**config.mk**
```make
export PLATFORM = sky130hd
export DESIGN_NAME = top_k_sorted_score_table
export DESIGN_NICKNAME = d
export VERILOG_FILES = /design/src/design/tkst_pkg.sv /design/src/design/tkst_cell.sv /design/src/design/top_k_sorted_score_table.sv
export VERILOG_INCLUDE_DIRS = /design/src /design/src/design
export SDC_FILE = /design/constraint.sdc
export NUM_CORES = 1
export LEC_CHECK = 0
export BUFFER_PORTS_ARGS = -buffer_cell sky130_fd_sc_hd__buf_2
export CAP_MARGIN = 5
export CORE_ASPECT_RATIO = 0.75
export CORE_MARGIN = 2
export CORE_UTILIZATION = 63
export CTS_BUF_LIST = sky130_fd_sc_hd__clkbuf_4 sky130_fd_sc_hd__clkbuf_8
export CTS_CLUSTER_SIZE = 16
export DETAILED_ROUTE_END_ITERATION = 8
export GPL_ROUTABILITY_DRIVEN = 0
export PLACE_DENSITY = 0.77
export SLEW_MARGIN = 0
export SYNTH_ARGS = -nofsm -noshare
export SYNTH_HDL_FRONTEND = slang
export SYNTH_SLANG_ARGS = --single-unit
```
**constraint.sdc**
```tcl
create_clock -name clk -period 5.8 [get_ports clk]
set_input_delay 0.29 -clock clk [delete_from_list [all_inputs] [get_ports clk]]
set_output_delay 0.29 -clock clk [all_outputs]
set_load 0.03 [all_outputs]
```
**src/design/top_k_sorted_score_table_macros.svh**
```systemverilog
// Assertion macros for the top-K score table.
// Used by the top level; no other dependencies.
`ifndef TOP_K_SORTED_SCORE_TABLE_MACROS_SVH
`define TOP_K_SORTED_SCORE_TABLE_MACROS_SVH

// Condition must hold at every clock edge out of reset.
`define TKST_ASSERT_ALWAYS(label, cond, msg) \
	label: assert property (@(posedge clk) disable iff (!arst_n) (cond)) \
		else $error(msg);

// Same-cycle implication.
`define TKST_ASSERT_IMPLIES(label, ante, cons, msg) \
	label: assert property (@(posedge clk) disable iff (!arst_n) (ante) |-> (cons)) \
		else $error(msg);

// Next-cycle implication.
`define TKST_ASSERT_NEXT(label, ante, cons, msg) \
	label: assert property (@(posedge clk) disable iff (!arst_n) (ante) |=> (cons)) \
		else $error(msg);

`endif

```
**src/design/tkst_pkg.sv**
```systemverilog
// Shared types and codes for the top-K score table.
// No dependencies; used by tkst_cell and top_k_sorted_score_table.
package tkst_pkg;

	localparam int ScoreW = 32;
	localparam int TagW   = 16;
	localparam int IndexW = 4;
	localparam int CountW = 4;

	// Request action codes
	typedef enum logic [1:0] {
		ACT_ADD   = 2'd0,
		ACT_READ  = 2'd1,
		ACT_CLEAR = 2'd2,
		ACT_NONE  = 2'd3
	} action_t;

	// One list entry
	typedef struct packed {
		logic [ScoreW-1:0] score;
		logic [TagW-1:0]   tag;
	} entry_t;

	// Per-cell control from the top level
	typedef struct packed {
		logic load_en;  // an insert happens this cycle
		logic below_n;  // cell position is below the effective count
	} cell_ctrl_t;

endpackage

```
**src/design/tkst_cell.sv**
```systemverilog
// One compare-and-shift cell of the top-K score table.
// Depends on tkst_pkg.
module tkst_cell (
	input  logic                clk,
	input  tkst_pkg::cell_ctrl_t ctrl,
	input  tkst_pkg::entry_t    new_entry,
	input  tkst_pkg::entry_t    prev_entry,
	input  logic                prev_mark,
	output tkst_pkg::entry_t    entry,
	output logic                mark
);

	tkst_pkg::entry_t entry_q;

	// Mark: this cell is at or after the insert position
	always_comb begin
		if (ctrl.below_n) begin
			mark = $signed(new_entry.score) > $signed(entry_q.score);
		end else begin
			mark = 1'b1;
		end
	end

	// Shift from the neighbor, take the new entry, or hold
	always_ff @(posedge clk) begin
		if (ctrl.load_en && mark) begin
			if (prev_mark) begin
				entry_q <= prev_entry;
			end else begin
				entry_q <= new_entry;
			end
		end
	end

	assign entry = entry_q;

endmodule

```
**src/design/top_k_sorted_score_table.sv**
```systemverilog
// Top level of the top-K score table: cell chain, count, read select, output register.
// Depends on tkst_pkg, tkst_cell and top_k_sorted_score_table_macros.svh.

// Keeps up to CAPACITY (score, tag) entries in descending score order in a row of
// cells, one entry per cell. A request is add, read, clear or none; each yields one
// result carrying the entry count after the request. The block takes one request per
// clock while the output slot is free or draining; the cell chain finds the insert
// position by comparing against each held score and shifts as the request is taken;
// the result appears in the output register on the next cycle. A new request is taken
// while the held result is being taken in the same cycle. No clearing pass: the count
// alone marks which cells hold entries.
`include "top_k_sorted_score_table_macros.svh"

module top_k_sorted_score_table #(
	parameter int CAPACITY = 10
) (
	input  logic                               clk,
	input  logic                               arst_n,
	input  logic                               in_valid,
	output logic                               in_ready,
	input  logic [1:0]                         action,
	input  logic signed [tkst_pkg::ScoreW-1:0] score,
	input  logic [tkst_pkg::TagW-1:0]          name_tag,
	input  logic [tkst_pkg::IndexW-1:0]        entry_index,
	output logic                               out_valid,
	input  logic                               out_ready,
	output logic                               accepted,
	output logic                               entry_found,
	output logic signed [tkst_pkg::ScoreW-1:0] entry_score,
	output logic [tkst_pkg::TagW-1:0]          entry_tag,
	output logic [tkst_pkg::CountW-1:0]        entry_count
);

	localparam int CW   = $clog2(CAPACITY + 1);
	localparam int CMPW = (CW > tkst_pkg::IndexW) ? CW : tkst_pkg::IndexW;
	localparam int WIDEW = (CMPW > tkst_pkg::CountW) ? CMPW : tkst_pkg::CountW;

	logic [CW-1:0] count_q;
	logic          out_valid_q;
	logic          accepted_q;
	logic          found_q;
	logic [tkst_pkg::ScoreW-1:0] rscore_q;
	logic [tkst_pkg::TagW-1:0]   rtag_q;

	tkst_pkg::action_t    act;
	tkst_pkg::entry_t     new_entry;
	tkst_pkg::entry_t     cell_entry [CAPACITY];
	logic                 cell_mark  [CAPACITY];
	tkst_pkg::cell_ctrl_t cell_ctrl  [CAPACITY];

	logic          fire;
	logic          full;
	logic [CW-1:0] n_eff;
	logic          add_ok;
	logic          insert_en;
	logic [CW-1:0] count_d;
	logic [CMPW-1:0] idx_ext;
	logic          idx_ok;
	tkst_pkg::entry_t read_entry;

	assign act       = tkst_pkg::action_t'(action);
	assign new_entry = '{score: score, tag: name_tag};

	// Handshake: accept while the output slot is free or draining
	assign in_ready = !out_valid_q || out_ready;
	assign fire     = in_valid && in_ready;

	// Add decision
	assign full   = (count_q >= CW'(CAPACITY));
	assign n_eff  = full ? CW'(CAPACITY - 1) : count_q;
	assign add_ok = (score > 0) &&
		(!full || (score > $signed(cell_entry[CAPACITY-1].score)));
	assign insert_en = fire && (act == tkst_pkg::ACT_ADD) && add_ok;

	// Cell chain
	for (genvar i = 0; i < CAPACITY; i++) begin : g_cell
		assign cell_ctrl[i].load_en = insert_en;
		assign cell_ctrl[i].below_n = (CW'(i) < n_eff);
		if (i == 0) begin : g_head
			tkst_cell u_cell (
				.clk        (clk),
				.ctrl       (cell_ctrl[i]),
				.new_entry  (new_entry),
				.prev_entry (new_entry),
				.prev_mark  (1'b0),
				.entry      (cell_entry[i]),
				.mark       (cell_mark[i])
			);
		end else begin : g_body
			tkst_cell u_cell (
				.clk        (clk),
				.ctrl       (cell_ctrl[i]),
				.new_entry  (new_entry),
				.prev_entry (cell_entry[i-1]),
				.prev_mark  (cell_mark[i-1]),
				.entry      (cell_entry[i]),
				.mark       (cell_mark[i])
			);
		end
	end

	// Read select over the cells
	assign idx_ext = CMPW'(entry_index);
	assign idx_ok  = (idx_ext < CMPW'(count_q)) && (idx_ext < CMPW'(CAPACITY));

	always_comb begin
		read_entry = '0;
		for (int j = 0; j < CAPACITY; j++) begin
			if (idx_ext == CMPW'(j)) begin
				read_entry = read_entry | cell_entry[j];
			end
		end
	end

	// Next count
	always_comb begin
		count_d = count_q;
		if (fire) begin
			unique case (act)
				tkst_pkg::ACT_ADD: begin
					if (add_ok) begin
						count_d = n_eff + 1'b1;
					end
				end
				tkst_pkg::ACT_CLEAR: count_d = '0;
				tkst_pkg::ACT_READ,
				tkst_pkg::ACT_NONE: count_d = count_q;
				default: count_d = count_q;
			endcase
		end
	end

	// Control registers
	always_ff @(posedge clk or negedge arst_n) begin
		if (!arst_n) begin
			count_q     <= '0;
			out_valid_q <= 1'b0;
		end else begin
			count_q <= count_d;
			if (fire) begin
				out_valid_q <= 1'b1;
			end else if (out_ready) begin
				out_valid_q <= 1'b0;
			end
		end
	end

	// Result payload register
	always_ff @(posedge clk) begin
		if (fire) begin
			accepted_q <= insert_en;
			found_q    <= (act == tkst_pkg::ACT_READ) && idx_ok;
			if ((act == tkst_pkg::ACT_READ) && idx_ok) begin
				rscore_q <= read_entry.score;
				rtag_q   <= read_entry.tag;
			end else begin
				rscore_q <= '0;
				rtag_q   <= '0;
			end
		end
	end

	logic [WIDEW-1:0] count_wide;
	assign count_wide = WIDEW'(count_q);

	assign out_valid   = out_valid_q;
	assign accepted    = accepted_q;
	assign entry_found = found_q;
	assign entry_score = $signed(rscore_q);
	assign entry_tag   = rtag_q;
	assign entry_count = count_wide[tkst_pkg::CountW-1:0];

	// Checks
	`TKST_ASSERT_ALWAYS(a_count_bound, count_q <= CW'(CAPACITY), "count above capacity")
	`TKST_ASSERT_IMPLIES(a_acc_not_found, out_valid && accepted, !entry_found, "add result flagged found")
	`TKST_ASSERT_NEXT(a_insert_grows, insert_en && !full, count_q == CW'($past(count_q) + 1'b1), "insert did not grow count")

endmodule
```
Word level (Yosys, flattened, before mapping):

Index checks and enable logic that the tools add are counted.
W data, S select, Z words.

* add/subtract/negate cells: 1
* order comparisons: 24
* eq/ne operators: 13
* muxes and demuxes: 34
* bitwise logic cells: 10
* reduce and logical (&&, ||, !) cells: 25

Operators with widths (number)
* $mux W48: 19
* $or A48 B48 Y48: 9
* $gt A32 B32 Y1: 10
* $gt A32 B1 Y1 const B: 1
* $eq A4 B3 Y1 const B: 4
* $logic_and A1 B1 Y1: 16
* $lt A3 B4 Y1 const A: 4
* $mux W1: 12
* $eq A4 B2 Y1 const B: 2
* $eq A4 B4 Y1 const B: 2
* $lt A1 B4 Y1 const A: 2
* $lt A2 B4 Y1 const A: 2
* $lt A4 B4 Y1 const A: 2
* $mux W4: 2
* $pmux W4 S2: 1
* $add A4 B1 Y4 const B: 1
* $eq A2 B2 Y1 const B: 2
* $eq A4 B1 Y1 const B: 1
* $ge A4 B4 Y1 const B: 1
* $logic_not A4 Y1: 1
* $lt A4 B4 Y1: 1
* $lt A4 B4 Y1 const B: 1
* $reduce_and A3 Y1: 1
* $eq A2 B1 Y1 const B: 1
* 7 further kinds: 9

* flip-flop bits (word level): 535
* output and inout port bits: 56
* logic and storage cells: 133

Depth between registers and ports, before layout:

* depth in word-level cells: 20
* gate-level depth with buffers: 13

Hierarchy:

From an unflattened synthesis, not the netlist that was laid out.

* cells, all modules: 2756
* area total of the unflattened synthesis: 34062.7 µm²

By module, submodules not included
* tkst_cell: times used 10, cells each 221, area each 2877.8 µm², sequential area each 1441.4 µm²
* top_k_sorted_score_table: times used 1, cells each 546, area each 5285.1 µm², sequential area each 1626.6 µm²

Worst setup path after synthesis:

OpenSTA, ideal clock, no wires.

* path type: in2reg
* start point: in score[0] in the netlist's numbering
* end point: reg g_cell[0].g_head.u_cell.entry_q, in the netlist g_cell[0].g_head.u_cell.entry[0], enable pin
* library setup time: 0.454 ns
* arrival: 4.419 ns
* setup slack: 0.927 ns
* stages: 11
* buffers on the path: 1
* cell sequence: clkbuf_1 -> inv_1 -> ha_1 -> nor2b_1 -> o211ai_1 -> a2111o_1 -> o211ai_1 -> a31oi_1 -> or3_1 -> or2_2 -> nor2_1

* cells in the longest elaborated chain, start to end: 5
* elaborated cells on any way between the ends: 8

RTL lines
* start, declared: RTL line top_k_sorted_score_table.sv:22 `input logic signed [tkst_pkg::ScoreW-1:0] score,`
* $gt A32 B32 Y1: RTL line top_k_sorted_score_table.sv:72 `(!full || (score > $signed(cell_entry[CAPACITY-1].score)));`
* $logic_or A1 B1 Y1: RTL line top_k_sorted_score_table.sv:72
* $logic_and A1 B1 Y1: RTL line top_k_sorted_score_table.sv:71 `assign add_ok = (score > 0) &&`
* $logic_and A1 B1 Y1: RTL line top_k_sorted_score_table.sv:73 `assign insert_en = fire && (act == tkst_pkg::ACT_ADD) && add_ok;`
* $logic_and A1 B1 Y1 *: RTL line tkst_cell.sv:26 `if (ctrl.load_en && mark) begin`
* end signal, assigned: RTL line tkst_cell.sv:28 `entry_q <= prev_entry;`
* end signal, assigned: RTL line tkst_cell.sv:30 `entry_q <= new_entry;`
* end, declared: RTL line tkst_cell.sv:13 `tkst_pkg::entry_t entry_q;`

Mark *: on every way between the ends. The rest lies on a longest branch, timed or not.
A chain may end at the register's enable or synchronous reset.

Worst setup path in the final report:

* start point: reg g_cell[4].g_body.u_cell.entry_q, in the netlist g_cell[4].g_body.u_cell.entry[47]
* end point: reg g_cell[5].g_body.u_cell.entry_q, in the netlist g_cell[5].g_body.u_cell.entry[9], data pin

* cells in the longest elaborated chain, start to end: 3

RTL lines
* start, declared: RTL line tkst_cell.sv:13
* start signal, assigned: RTL line tkst_cell.sv:28
* start signal, assigned: RTL line tkst_cell.sv:30
* $gt A32 B32 Y1: RTL line tkst_cell.sv:18 `mark = $signed(new_entry.score) > $signed(entry_q.score);`
* $mux W1: RTL line tkst_cell.sv:17 `if (ctrl.below_n) begin`
* $mux W48: RTL line tkst_cell.sv:27 `if (prev_mark) begin`
* end signal, assigned: RTL line tkst_cell.sv:28
* end signal, assigned: RTL line tkst_cell.sv:30
* end, declared: RTL line tkst_cell.sv:13

No other way between the ends.

==> impl_metrics.py <==
metrics = {
    "global_routing": {
        "use_met2_pct": 56.12,
        "grt_max_degree": 49,
        "grt_pass1_wl_mm": 154.8,
        "globalRouteTotalUtil_pct": 39.09,
        "use_met1_pct": 55.45,
        "grt_pass1_vias": 24550,
        "grt_overflow_total": 0,
        "met3_usage_pct": 12.23,
        "antenna_found_initial": 4,
        "top_usage_layer": "met2",
    },
    "clock_tree": {
        "postCtsSetupBuffers": 0,
        "cts_hold_buf": 26,
        "h-tree-depth": 3,
        "cts_tree": "done",
        "numCtsBuffers": 85,
        "post_cts_resized": 0,
        "cts.sinks": 535,
        "clkTransAtPathRegs_ns": 0.07,
        "clock_latency_ns": 0.74,
        "clock_path_buffers": 3,
        "cts_root_buf": "clkbuf_8",
    },
    "routing": {
        "drc": 0,
        "postRouteWirelength_mm": 104.7,
        "wl_per_cell_um": 29.70,
        "dr_total_vias": 24860,
        "drt_first_pass_iters": 6,
        "post_drt_via_cell_ratio": 7.054,
        "antenna_left": 0,
        "dr.first_iter.drc_count": 3893,
    },
    "sta": {
        "fin_tns_setup_ns": 0,
        "holdWs_ns": 0.05829,
        "drv_slew": 0,
        "min_period_ns": 4.439,
        "tightest_slew_ns": 1.104,
        "fin_skew_ns": 0.05683,
        "finalSetupViolations": 0,
        "finalHoldViolations": 0,
        "slew_headroom_pct": 24.53,
        "period_share_pct": 76.54,
        "fmax_mhz": 225.3,
        "rsz0062_at_grt": "no",
        "worst_slack_ns": 1.361,
    },
    "worst_setup_path": {
        "crit_path_start_kind": "flop",
        "arrival_ns": 4.89,
        "required_ns": 6.25,
        "r2r_slack_ns": 1.36,
        "crit_type": "reg -> reg",
        "critPathMaxFanout": 48,
        "endpoint_kind": "flop",
    },
    "power_and_ir_drop": {
        "clockPowerShare_pct": 36.2,
        "p_leak_nw": 14.57,
        "switching_share_pct": 27.43,
        "vdd_drop_max_v": 0.0002456,
        "power.total_mw": 8.970,
        "p_seq_share_pct": 49.2,
        "p_int_mw": 6.509,
        "p_comb_share_pct": 14.7,
        "power.density_mw_per_mm2": 250.2,
        "power.switching_mw": 2.461,
    },
    "synth": {
        "ys.flop_type": "edfxtp_1",
        "synth_nets": 3048,
        "syn_inst": 2665,
        "ys_ff_latch": 535,
        "ys_warn_count": 0,
        "synth_top_area_cell": "edfxtp_1",
        "synthArstFlopShare_pct": 0.9346,
        "synth_top_area_share_pct": 48.81,
        "synth_compound_area_share_pct": 12.30,
        "synth_xor_area_share_pct": 0.05372,
        "syn-cell-area_mm2": 0.03261,
        "synth.area.top_cells": "edfxtp_1 (49%), mux2_2 (15%), ha_1 (12%)",
        "ys_seq_area_share_pct": 49.20,
        "synth_top_family_by_area": "multiplexers",
        "synth_edf_count": 530,
        "synth_cell_types": 66,
        "syn_area_per_cell_um2": 12.23,
        "yosys.area_share.simple_pct": 5.330,
        "synth.mux.area_fraction_pct": 15.01,
        "synthAdderAreaFrac_pct": 12.47,
    },
    "floorplanning": {
        "die_area_mm2": 0.05361,
        "core-area_mm2": 0.05135,
        "die-width_um": 266.7,
        "die_h_um": 201.0,
        "initial_core_util_pct": 63.50,
        "rows": 72,
        "io_pins": 114,
    },
    "place": {
        "dpl_worst_slack_ns": 1.440,
        "place_hpwl_mm": 67.49,
        "placed_cell_area_mm2": 0.03398,
        "port_buffers": 113,
        "dp.cells": 3352,
    },
    "cells_and_area": {
        "stdcell_count": 3525,
        "fill_cells": 3617,
        "post-route-util_pct": 69.82,
        "syn2layout_area_growth_pct": 9.962,
        "fin_area_mm2": 0.03585,
        "drive_gt1_share_pct": 25.89,
        "nets": 3182,
    },
    "status": {
        "status": "complete, no violations",
    },
    "worst_hold_path": {
        "worstHoldPathType": "in -> reg",
    },
    "job": {
        "cap_violations": 0,
    },
}
-- metal layers --
layer | share of wire (%) | up-vias
li1 | - | 10480
met2 | 42 | 1893
met5 | 0.011 | -
met1 | 38 | 12130
met3 | 15 | 359
met4 | 4.3 | 2
-- kinds of logic after synthesis --
logic type,after synthesis
adder cells (fa/ha/maj),325
XOR/XNOR,2
multiplexers,435
AND/OR/NAND/NOR,334
AO/OA/AOI/OAI,570
flip-flops,535
buffers and inverters,464
-- state kept, by name (all words and copies together), names as in the netlist --
name and flops:
accepted 1, entry_count 4, entry_found 1, entry_score 32
entry_tag 16, g_cell.g_body.u_cell.entry 432, g_cell.g_head.u_cell.entry 48, out_valid 1
-- area by class of cell --
| cell class | instances | area (um2) | share of cell area (%) |
|---|---|---|---|
| antenna | 5 | 12.51 | 0.03490 |
| clock buffer | 103 | 1311 | 3.657 |
| clock inverter | 39 | 294.0 | 0.8201 |
| inverter | 330 | 1239 | 3.455 |
| multi-input combinational | 1666 | 14910 | 41.58 |
| sequential | 535 | 16040 | 44.74 |
| tap | 666 | 833.3 | 2.324 |
| timing repair buffer | 181 | 1216 | 3.392 |
-- worst max-delay path: stages (launching register included) --
cell	delay, ns
edfxtp_1	0.38
inv_1	0.06
ha_1	0.40
nand2_1	0.10
nand3b_1	0.33
nor3_1	0.68
o311ai_0	0.38
o211ai_1	0.22
mux2i_1	0.15
o21ai_4	0.14
buf_4	0.82
mux2_2	0.42
-- path summary, 6_finish.rpt --
| check | from | end | cells past startpoint |
|---|---|---|---|
| min in group asynchronous | arst_n | out_valid | 3 |
| worst min register to register | g_cell[6].g_body.u_cell.entry[14] | g_cell[7].g_body.u_cell.entry[14] | 1 |
| worst max-delay path | g_cell[4].g_body.u_cell.entry[47] | g_cell[5].g_body.u_cell.entry[9] | 11 |
| worst min-delay path | score[15] | g_cell[0].g_head.u_cell.entry[31] | 1 |
| max in group asynchronous | arst_n | entry_count[0] | 3 |
| worst max register to register | g_cell[4].g_body.u_cell.entry[47] | g_cell[5].g_body.u_cell.entry[9] | 11 |
-- cells in the final DEF, fill, tap and decap left out, types with 26 or more instances in the layout --
cell,netlist,final
nand4_1,56,56
o21ai_0,48,48
a31oi_1,55,55
a21o_1,72,72
inv_1,329,327
a22oi_1,194,193
ha_1,325,325
a221oi_1,51,51
nand2_1,95,95
buf_4,10,36
edfxtp_1,530,530
a21oi_1,78,77
dlygate4sd3_1,0,26
nor2_1,38,32
buf_2,26,113
mux2_2,422,422
clkbuf_8,0,86
-- power groups by stage --
stage | clock network, mW | registers, mW | logic (mW)
after floorplan | 0 | 4.51 | 0.788
after global placement | 0 | 4.48 | 1.21
after detailed placement | 0 | 4.49 | 1.25
after CTS | 3.25 | 4.41 | 1.27
after global routing | 3.41 | 4.41 | 1.38
final | 3.24 | 4.41 | 1.32
-- Yosys cell counts (all sizes together) (4+ instances only) --
| master | number |
|---|---|
| edfxtp | 530 |
| mux2 | 432 |
| inv | 330 |
| ha | 325 |
| a22oi | 195 |
| nand2 | 95 |
| a21oi | 78 |
| clkbuf | 75 |
| a21o | 72 |
| buf | 59 |
| nand4 | 56 |
| a31oi | 55 |
| a221oi | 51 |
| o21ai | 51 |
| nor2 | 38 |
| nor2b | 22 |
| nor3 | 22 |
| nand3 | 20 |
| nand2b | 18 |
| nor4 | 18 |
| and3 | 13 |
| a211oi | 11 |
| o21a | 11 |
| and2 | 9 |
| o211ai | 7 |
| and4 | 6 |
| dfrtp | 5 |
| or4 | 5 |
| o22ai | 4 |
| o311ai | 4 |
| o31ai | 4 |
| or2 | 4 |
Power figures use the tool's default switching activity.
